## src/design/nsc_pkg.sv

```systemverilog
// nsc_pkg: shared types, constants and helper functions of the nmea sentence checker
// used by nsc_sentence_core and nmea_sentence_checker_unit; no dependencies
package nsc_pkg;

    localparam int DEFAULT_FIELD_LIMIT = 32;

    localparam int BYTE_W   = 8;
    localparam int TYPE_W   = 4;
    localparam int COUNT_W  = 5;
    localparam int ADDR_LEN = 5;
    localparam int ADDR_W   = ADDR_LEN * BYTE_W;
    localparam int POS_W    = 3;
    localparam int NUM_TYPES = 8;

    localparam logic [BYTE_W-1:0] CHAR_DOLLAR = 8'h24;
    localparam logic [BYTE_W-1:0] CHAR_STAR   = 8'h2A;
    localparam logic [BYTE_W-1:0] CHAR_COMMA  = 8'h2C;
    localparam logic [BYTE_W-1:0] CHAR_CR     = 8'h0D;
    localparam logic [BYTE_W-1:0] CHAR_LF     = 8'h0A;

    typedef enum logic [1:0] {
        CK_OK       = 2'd0,
        CK_MISMATCH = 2'd1,
        CK_NO_STAR  = 2'd2
    } ck_status_t;

    typedef enum logic [TYPE_W-1:0] {
        TYPE_UNKNOWN = 4'd0,
        TYPE_GLGSV   = 4'd1,
        TYPE_GPGSV   = 4'd2,
        TYPE_GNGLL   = 4'd3,
        TYPE_GNRMC   = 4'd4,
        TYPE_GNVTG   = 4'd5,
        TYPE_GNGGA   = 4'd6,
        TYPE_GNGSA   = 4'd7,
        TYPE_GNTXT   = 4'd8
    } sentence_type_t;

    // packed so that sentence_type sits in the lowest bits
    typedef struct packed {
        logic [COUNT_W-1:0] comma_count;
        ck_status_t         checksum_status;
        logic               type_enabled;
        sentence_type_t     sentence_type;
    } nsc_result_t;

    localparam int RESULT_W = $bits(nsc_result_t);
    localparam int RESULT_BYTES_W = ((RESULT_W + 7) / 8) * 8;

    function automatic sentence_type_t type_of(input logic [ADDR_W-1:0] addr);
        sentence_type_t t;
        t = TYPE_UNKNOWN;
        case (addr)
            {8'h47, 8'h4C, 8'h47, 8'h53, 8'h56}: t = TYPE_GLGSV;
            {8'h47, 8'h50, 8'h47, 8'h53, 8'h56}: t = TYPE_GPGSV;
            {8'h47, 8'h4E, 8'h47, 8'h4C, 8'h4C}: t = TYPE_GNGLL;
            {8'h47, 8'h4E, 8'h52, 8'h4D, 8'h43}: t = TYPE_GNRMC;
            {8'h47, 8'h4E, 8'h56, 8'h54, 8'h47}: t = TYPE_GNVTG;
            {8'h47, 8'h4E, 8'h47, 8'h47, 8'h41}: t = TYPE_GNGGA;
            {8'h47, 8'h4E, 8'h47, 8'h53, 8'h41}: t = TYPE_GNGSA;
            {8'h47, 8'h4E, 8'h54, 8'h58, 8'h54}: t = TYPE_GNTXT;
            default: t = TYPE_UNKNOWN;
        endcase
        return t;
    endfunction

    // bit 4 set when the byte is no hex digit
    function automatic logic [4:0] nibble_of(input logic [BYTE_W-1:0] b);
        logic [4:0] r;
        r = 5'h10;
        if (b inside {[8'h30:8'h39]}) begin
            r = {1'b0, 4'(b - 8'h30)};
        end else if (b inside {[8'h41:8'h46]}) begin
            r = {1'b0, 4'(b - 8'h37)};
        end else if (b inside {[8'h61:8'h66]}) begin
            r = {1'b0, 4'(b - 8'h57)};
        end
        return r;
    endfunction

endpackage

```

## src/design/nmea_sentence_checker_unit.sv

```systemverilog
// Streaming NMEA 0183 sentence checker. Accepts one received character per input
// transfer, one transfer per clock cycle sustained unless the result stalls; a
// sentence closed by CR or LF yields one result transfer through the input
// register and the result register around the per-byte update. Bytes outside a
// sentence and every other character give no result. The user must write
// filter_mask over the cfg channel while no sentence result is pending; unchecked.
// nmea_sentence_checker_unit: top level with input and result registers
// depends on nsc_pkg and nsc_sentence_core
module nmea_sentence_checker_unit import nsc_pkg::*; #(
    parameter int FIELD_LIMIT = DEFAULT_FIELD_LIMIT
) (
    input  logic                      aclk,
    input  logic                      aresetn,
    input  logic                      s_tvalid,
    output logic                      s_tready,
    input  logic [BYTE_W-1:0]         s_tdata,  // rx_byte
    output logic                      m_tvalid,
    input  logic                      m_tready,
    // sentence_type[3:0], type_enabled[4], checksum_status[6:5], comma_count[11:7]
    output logic [RESULT_BYTES_W-1:0] m_tdata,
    input  logic                      cfg_valid,
    output logic                      cfg_ready,
    input  logic [7:0]                cfg_data  // filter_mask
);

    logic              in_vld_reg, in_vld_next;
    logic [BYTE_W-1:0] in_byte_reg;
    logic              out_vld_reg, out_vld_next;
    nsc_result_t       out_res_reg;
    logic [7:0]        mask_reg;
    logic              advance;
    logic              res_hit;
    nsc_result_t       res;

    assign advance   = in_vld_reg && (!out_vld_reg || m_tready);
    assign s_tready  = !in_vld_reg || advance;
    assign cfg_ready = 1'b1;
    assign m_tvalid  = out_vld_reg;
    assign m_tdata   = {{(RESULT_BYTES_W - RESULT_W){1'b0}}, out_res_reg};

    always_comb begin
        in_vld_next  = (s_tvalid && s_tready) || (in_vld_reg && !advance);
        out_vld_next = advance ? res_hit : (out_vld_reg && !m_tready);
    end

    always_ff @(posedge aclk) begin
        if (!aresetn) begin
            in_vld_reg  <= 1'b0;
            out_vld_reg <= 1'b0;
            mask_reg    <= '0;
        end else begin
            in_vld_reg  <= in_vld_next;
            out_vld_reg <= out_vld_next;
            if (cfg_valid && cfg_ready) begin
                mask_reg <= cfg_data;
            end
        end
    end

    always_ff @(posedge aclk) begin
        if (s_tvalid && s_tready) begin
            in_byte_reg <= s_tdata;
        end
        if (advance && res_hit) begin
            out_res_reg <= res;
        end
    end

    nsc_sentence_core #(
        .FIELD_LIMIT (FIELD_LIMIT)
    ) u_core (
        .aclk        (aclk),
        .aresetn     (aresetn),
        .byte_valid  (advance),
        .rx_byte     (in_byte_reg),
        .filter_mask (mask_reg),
        .res_hit     (res_hit),
        .res         (res)
    );

    a_result_from_byte: assert property (@(posedge aclk) disable iff (!aresetn)
        $rose(m_tvalid) |-> $past(advance))
        else $error("result raised without a byte being processed");

    a_enabled_needs_type: assert property (@(posedge aclk) disable iff (!aresetn)
        m_tvalid && out_res_reg.type_enabled |-> out_res_reg.sentence_type != TYPE_UNKNOWN)
        else $error("unknown sentence type reported as enabled");

    a_status_code: assert property (@(posedge aclk) disable iff (!aresetn)
        m_tvalid |-> out_res_reg.checksum_status != 2'd3)
        else $error("checksum status out of range");

    a_no_lost_result: assert property (@(posedge aclk) disable iff (!aresetn)
        m_tvalid && !m_tready |=> m_tvalid && $stable(out_res_reg))
        else $error("stalled result overwritten or dropped");

    a_closing_byte: assert property (@(posedge aclk) disable iff (!aresetn)
        advance && res_hit |-> in_byte_reg == CHAR_CR || in_byte_reg == CHAR_LF)
        else $error("result produced by a byte other than CR or LF");

endmodule

```

## src/design/nsc_sentence_core.sv

```systemverilog
// nsc_sentence_core: per-sentence state and the per-byte update logic
// depends on nsc_pkg
module nsc_sentence_core import nsc_pkg::*; #(
    parameter int FIELD_LIMIT = DEFAULT_FIELD_LIMIT
) (
    input  logic              aclk,
    input  logic              aresetn,
    input  logic              byte_valid,
    input  logic [BYTE_W-1:0] rx_byte,
    input  logic [7:0]        filter_mask,
    output logic              res_hit,
    output nsc_result_t       res
);

    localparam logic [COUNT_W-1:0] CommaCap =
        (FIELD_LIMIT - 1 > 31) ? COUNT_W'(31) : COUNT_W'(FIELD_LIMIT - 1);

    logic               in_sentence_reg, in_sentence_next;
    logic [POS_W-1:0]   char_pos_reg, char_pos_next;
    logic [ADDR_W-1:0]  addr_reg, addr_next;
    logic [BYTE_W-1:0]  xor_reg, xor_next;
    logic               after_star_reg, after_star_next;
    logic [1:0]         hex_seen_reg, hex_seen_next;
    logic [BYTE_W-1:0]  rx_sum_reg, rx_sum_next;
    logic               hex_bad_reg, hex_bad_next;
    logic [COUNT_W-1:0] comma_reg, comma_next;

    sentence_type_t     type_code;
    logic [4:0]         nib;

    always_ff @(posedge aclk) begin
        if (!aresetn) begin
            in_sentence_reg <= 1'b0;
            char_pos_reg    <= '0;
            addr_reg        <= '0;
            xor_reg         <= '0;
            after_star_reg  <= 1'b0;
            hex_seen_reg    <= '0;
            rx_sum_reg      <= '0;
            hex_bad_reg     <= 1'b0;
            comma_reg       <= '0;
        end else begin
            in_sentence_reg <= in_sentence_next;
            char_pos_reg    <= char_pos_next;
            addr_reg        <= addr_next;
            xor_reg         <= xor_next;
            after_star_reg  <= after_star_next;
            hex_seen_reg    <= hex_seen_next;
            rx_sum_reg      <= rx_sum_next;
            hex_bad_reg     <= hex_bad_next;
            comma_reg       <= comma_next;
        end
    end

    always_comb begin
        type_code = (char_pos_reg == POS_W'(ADDR_LEN)) ? type_of(addr_reg) : TYPE_UNKNOWN;
        nib       = nibble_of(rx_byte);

        res.sentence_type = type_code;
        res.type_enabled  = (type_code != TYPE_UNKNOWN) &&
                            filter_mask[3'(type_code - TYPE_W'(1))];
        if (!after_star_reg) begin
            res.checksum_status = CK_NO_STAR;
        end else if (hex_seen_reg != 2'd2 || hex_bad_reg || rx_sum_reg != xor_reg) begin
            res.checksum_status = CK_MISMATCH;
        end else begin
            res.checksum_status = CK_OK;
        end
        res.comma_count = comma_reg;

        res_hit          = 1'b0;
        in_sentence_next = in_sentence_reg;
        char_pos_next    = char_pos_reg;
        addr_next        = addr_reg;
        xor_next         = xor_reg;
        after_star_next  = after_star_reg;
        hex_seen_next    = hex_seen_reg;
        rx_sum_next      = rx_sum_reg;
        hex_bad_next     = hex_bad_reg;
        comma_next       = comma_reg;

        if (byte_valid) begin
            if (rx_byte == CHAR_DOLLAR || (in_sentence_reg &&
                    (rx_byte == CHAR_CR || rx_byte == CHAR_LF))) begin
                res_hit          = (rx_byte != CHAR_DOLLAR);
                in_sentence_next = (rx_byte == CHAR_DOLLAR);
                char_pos_next    = '0;
                addr_next        = '0;
                xor_next         = '0;
                after_star_next  = 1'b0;
                hex_seen_next    = '0;
                rx_sum_next      = '0;
                hex_bad_next     = 1'b0;
                comma_next       = '0;
            end else if (in_sentence_reg && !after_star_reg) begin
                if (rx_byte == CHAR_STAR) begin
                    after_star_next = 1'b1;
                end else begin
                    xor_next = xor_reg ^ rx_byte;
                    if (char_pos_reg != POS_W'(ADDR_LEN)) begin
                        addr_next     = {addr_reg[ADDR_W-BYTE_W-1:0], rx_byte};
                        char_pos_next = char_pos_reg + POS_W'(1);
                    end
                    if (rx_byte == CHAR_COMMA && comma_reg < CommaCap) begin
                        comma_next = comma_reg + COUNT_W'(1);
                    end
                end
            end else if (in_sentence_reg && hex_seen_reg != 2'd2) begin
                if (nib[4]) begin
                    hex_bad_next = 1'b1;
                end else begin
                    rx_sum_next = {rx_sum_reg[3:0], nib[3:0]};
                end
                hex_seen_next = hex_seen_reg + 2'd1;
            end
        end
    end

endmodule
```

## config.mk

```make
export PLATFORM = sky130hd
export DESIGN_NAME = nmea_sentence_checker_unit
export DESIGN_NICKNAME = d
export VERILOG_FILES = /design/src/design/nsc_pkg.sv /design/src/design/nmea_sentence_checker_unit.sv /design/src/design/nsc_sentence_core.sv
export SDC_FILE = /design/constraint.sdc
export NUM_CORES = 1
export LEC_CHECK = 0
export CAP_MARGIN = 20
export CELL_PAD_IN_SITES_DETAIL_PLACEMENT = 1
export CELL_PAD_IN_SITES_GLOBAL_PLACEMENT = 1
export CORE_MARGIN = 2
export CORE_UTILIZATION = 40
export CTS_CLUSTER_DIAMETER = 30
export DETAILED_ROUTE_END_ITERATION = 12
export DONT_BUFFER_PORTS = 1
export PLACE_DENSITY_LB_ADDON = 0.1
export SYNTH_ARGS = -nofsm -noshare
export SYNTH_HDL_FRONTEND = slang
export SYNTH_SLANG_ARGS = --single-unit
```

## constraint.sdc

```tcl
create_clock -name aclk -period 3.8 [get_ports aclk]
set_clock_uncertainty 0.1 [all_clocks]
set_input_delay 0.57 -clock aclk [delete_from_list [all_inputs] [get_ports aclk]]
set_output_delay 0.57 -clock aclk [all_outputs]
set_load 0.01 [all_outputs]
```

==> impl_metrics.py <==
metrics = {
    "setup_path": {
        "critical-path-max-stage-delay_ns": 0.53,
        "worstPathCellList": "nor4bb_1 > nand3_1 > a2111o_1 > a21oi_1 > inv_1 > ha_1 > or3_1 > o21ai_0 > o211ai_1 > o2111ai_1 > nand2_1",
        "ff2ff_setup_slack_ns": 0.24,
        "path_depth": 11,
        "startpoint_type": "flip-flop",
        "path_max_fanout": 9,
        "cp_top_family": "simple AND/OR/NAND/NOR gates",
        "cp.buffers_inverters": 1,
        "r2r-start": "u_core.addr_reg[32]",
        "slowest_stage": "nor4bb_1",
        "crit_arrival_ns": 3.56,
        "rr_worst_depth": 11,
        "cp-startpoint": "u_core.addr_reg[32]",
        "crit_end": "m_tdata[4]",
        "critPathRequiredTime_ns": 3.80,
        "r2r-end": "m_tdata[4]",
        "crit_type": "flip-flop to flip-flop",
        "worstSetupEndpointType": "flip-flop",
    },
    "sta": {
        "setup-violations-final": 0,
        "fin_crit_sh_pct": 93.6,
        "hold_viol_final": 0,
        "tns_ns": 0,
        "slew_headroom_pct": 49.8,
        "fmaxAchievable_mhz": 281,
        "rsz0062_at_grt": "false",
        "tightest_slew_ns": 0.754,
        "period_minus_slack_ns": 3.56,
        "finalMaxSlewViolations": 0,
    },
    "layout": {
        "layout-drive-gt1-share_pct": 6.57,
        "syn_to_final_growth_pct": 6.42,
        "antenna_cells": 0,
        "largest_register_ffs": 40,
        "nets": 527,
        "design_area_um2": 5290,
        "fin_util_pct": 43.8,
        "layout_common_cells": "dfxtp_1 (79), nor2b_1 (60), a22oi_1 (41), nor2_1 (39), nand2_1 (35)",
        "final_common_cell": "dfxtp_1",
        "stdcell_count": 670,
    },
    "clocking": {
        "hold_buffers": 0,
        "clock_path_buffers": 2,
        "clkTransAtPathRegs_ns": 0.06,
        "clk_latency_ns": 0.35,
        "htree_levels": 3,
        "cts_tree": "built",
        "post-cts-setup-buffers": 0,
        "clock-root-buffer": "clkbuf_16",
        "ctsResizeCount": 0,
        "clkSinkCount": 99,
        "cts_buffers": 9,
    },
    "run_status": {
        "outcome": "finished clean",
    },
    "global_routing": {
        "grt_max_degree": 66,
        "overflow": 0,
        "antenna_found_initial": 0,
        "top_usage_layer": "met2",
        "grt_pass1_vias": 3750,
        "grt_pass1_wl_mm": 20.3,
        "met2_usage_pct": 32.5,
        "met1_usage_pct": 25.3,
        "grt_usage_pct": 19.8,
        "gr-usage-met3_pct": 4.71,
    },
    "place": {
        "post-place-cells": 654,
        "dpl.hpwl_mm": 8.68,
        "io_buffers": 0,
        "gp_congestion": 0.858,
        "dpl_cell_area_um2": 5000,
    },
    "detailed_routing": {
        "drtIter0Drc": 216,
        "drc": 0,
        "first_pass_iters": 4,
        "ant_nets": 0,
        "wl_mm": 12.2,
        "wire_per_inst_um": 18.2,
        "vias": 3704,
        "viasPerCell": 5.53,
    },
    "yosys": {
        "seq_area_frac_synth_pct": 43.9,
        "synth-async-reset-ratio_pct": 0,
        "syn_inst": 512,
        "ys.flop_type": "dfxtp_1",
        "synth_edf_count": 20,
        "synth_area_um2": 4970,
        "synth_cell_types": 61,
        "synth-seq-cells": 99,
        "syn_avg_cell_area_um2": 9.71,
        "ys_warn_count": 0,
    },
    "power_and_ir_drop": {
        "p_sw_share_pct": 21.2,
        "internal_power_mw": 1.61,
        "vdd_drop_max_v": 0.000307,
        "powerDensity_nw_per_um2": 386,
        "combPwrFrac_pct": 2.7,
        "clockPowerShare_pct": 43.1,
        "cellLeakagePower_nw": 1.76,
        "p_sw_uw": 432,
        "pwr-share-seq_pct": 54.2,
    },
    "floorplan": {
        "floorplan.initialDensity_pct": 41.2,
        "row_count": 40,
        "ios": 40,
        "die_h_um": 115,
        "core_um2": 12100,
        "die_x_um": 115,
        "dieArea_um2": 13300,
    },
    "hold_path": {
        "min-delay-path-class": "input pin to flip-flop",
        "holdPathStages": 0,
    },
    "job": {
        "drv_cap": 0,
    },
}
-- metrics by stage --
| step | worst slack (ns) | total power, mW | hold slack, ns |
|---|---|---|---|
| final | 0.243 | 2.04 | 0.211 |
| after global routing | 0.0161 | 2.12 | 0.195 |
| after CTS | 0.302 | 2.07 | 0.197 |
| after detailed placement | 0.334 | 1.19 | 0.365 |
| after global placement | 0.484 | 1.18 | 0.354 |
| after floorplan | 0.694 | 1.18 | 0.341 |
-- power by group through the flow --
stage	Sequential [mW]	Combinational (mW)	Clock (mW)
after global routing	1.11	0.0623	0.952
after detailed placement	1.13	0.0566	0
after floorplan	1.12	0.0670	0
final	1.11	0.0559	0.879
after CTS	1.11	0.0568	0.907
after global placement	1.13	0.0551	0
-- area by class of cell --
class / count / area, um^2
Fill cell: 1351 / 6770
Clock buffer: 14 / 274
Timing Repair Buffer: 6 / 45.0
Multi-Input combinational cell: 370 / 2530
Sequential cell: 99 / 2180
Tap cell: 168 / 210
Clock inverter: 2 / 10.0
Inverter: 11 / 41.3
-- worst min-delay path by stage --
stage                          to                from
4_1_cts            in_byte_reg[4]          s_tdata[4]
3_3_place_gp   u_core.hex_bad_reg  u_core.hex_bad_reg
3_5_place_dp   u_core.hex_bad_reg  u_core.hex_bad_reg
6_report           in_byte_reg[4]          s_tdata[4]
2_1_floorplan  u_core.hex_bad_reg  u_core.hex_bad_reg
5_1_grt            in_byte_reg[7]          s_tdata[7]
-- Yosys cell counts (all sizes together) (3+ instances only) --
cell / n / area [um^2]
nor4bb: 6 / 60.1
nor3b: 7 / 63.8
clkbuf: 17 / 63.8
nand2: 35 / 131
and4b: 3 / 30.0
nor2: 39 / 146
and2: 8 / 51.3
ha: 9 / 113
buf: 18 / 168
and3b: 3 / 26.3
nand3: 10 / 50.1
o2111ai: 4 / 41.3
edfxtp: 20 / 601
a21oi: 7 / 35.0
a22oi: 41 / 308
nor3: 7 / 35.0
nand4: 8 / 50.1
o21ai: 8 / 43.8
o21a: 5 / 37.5
xor2: 13 / 114
and3: 10 / 65.1
nor2b: 60 / 375
dfxtp: 79 / 1580
inv: 11 / 41.3
nand4b: 5 / 43.8
nor4: 3 / 18.8
mux2i: 15 / 150
nor4b: 13 / 135
a21boi: 4 / 30.0
or3: 4 / 30.0
xnor2: 12 / 105
-- per-layer routing --
metal | vias up | wire [um]
li1 | 1796 | -
met3 | 15 | 422
met5 | - | 0
met2 | 57 | 5960
met1 | 1836 | 5580
met4 | 0 | 240
-- logic make-up after synthesis --
logic type	share of synthesized area (%)
other cells	0.151
compound gates	12.6
flops	43.9
simple gates	28.2
buf+inv	5.49
xor+xnor	4.41
fa+ha+maj	2.27
mux	3.02
Power figures use the tool's default switching activity.
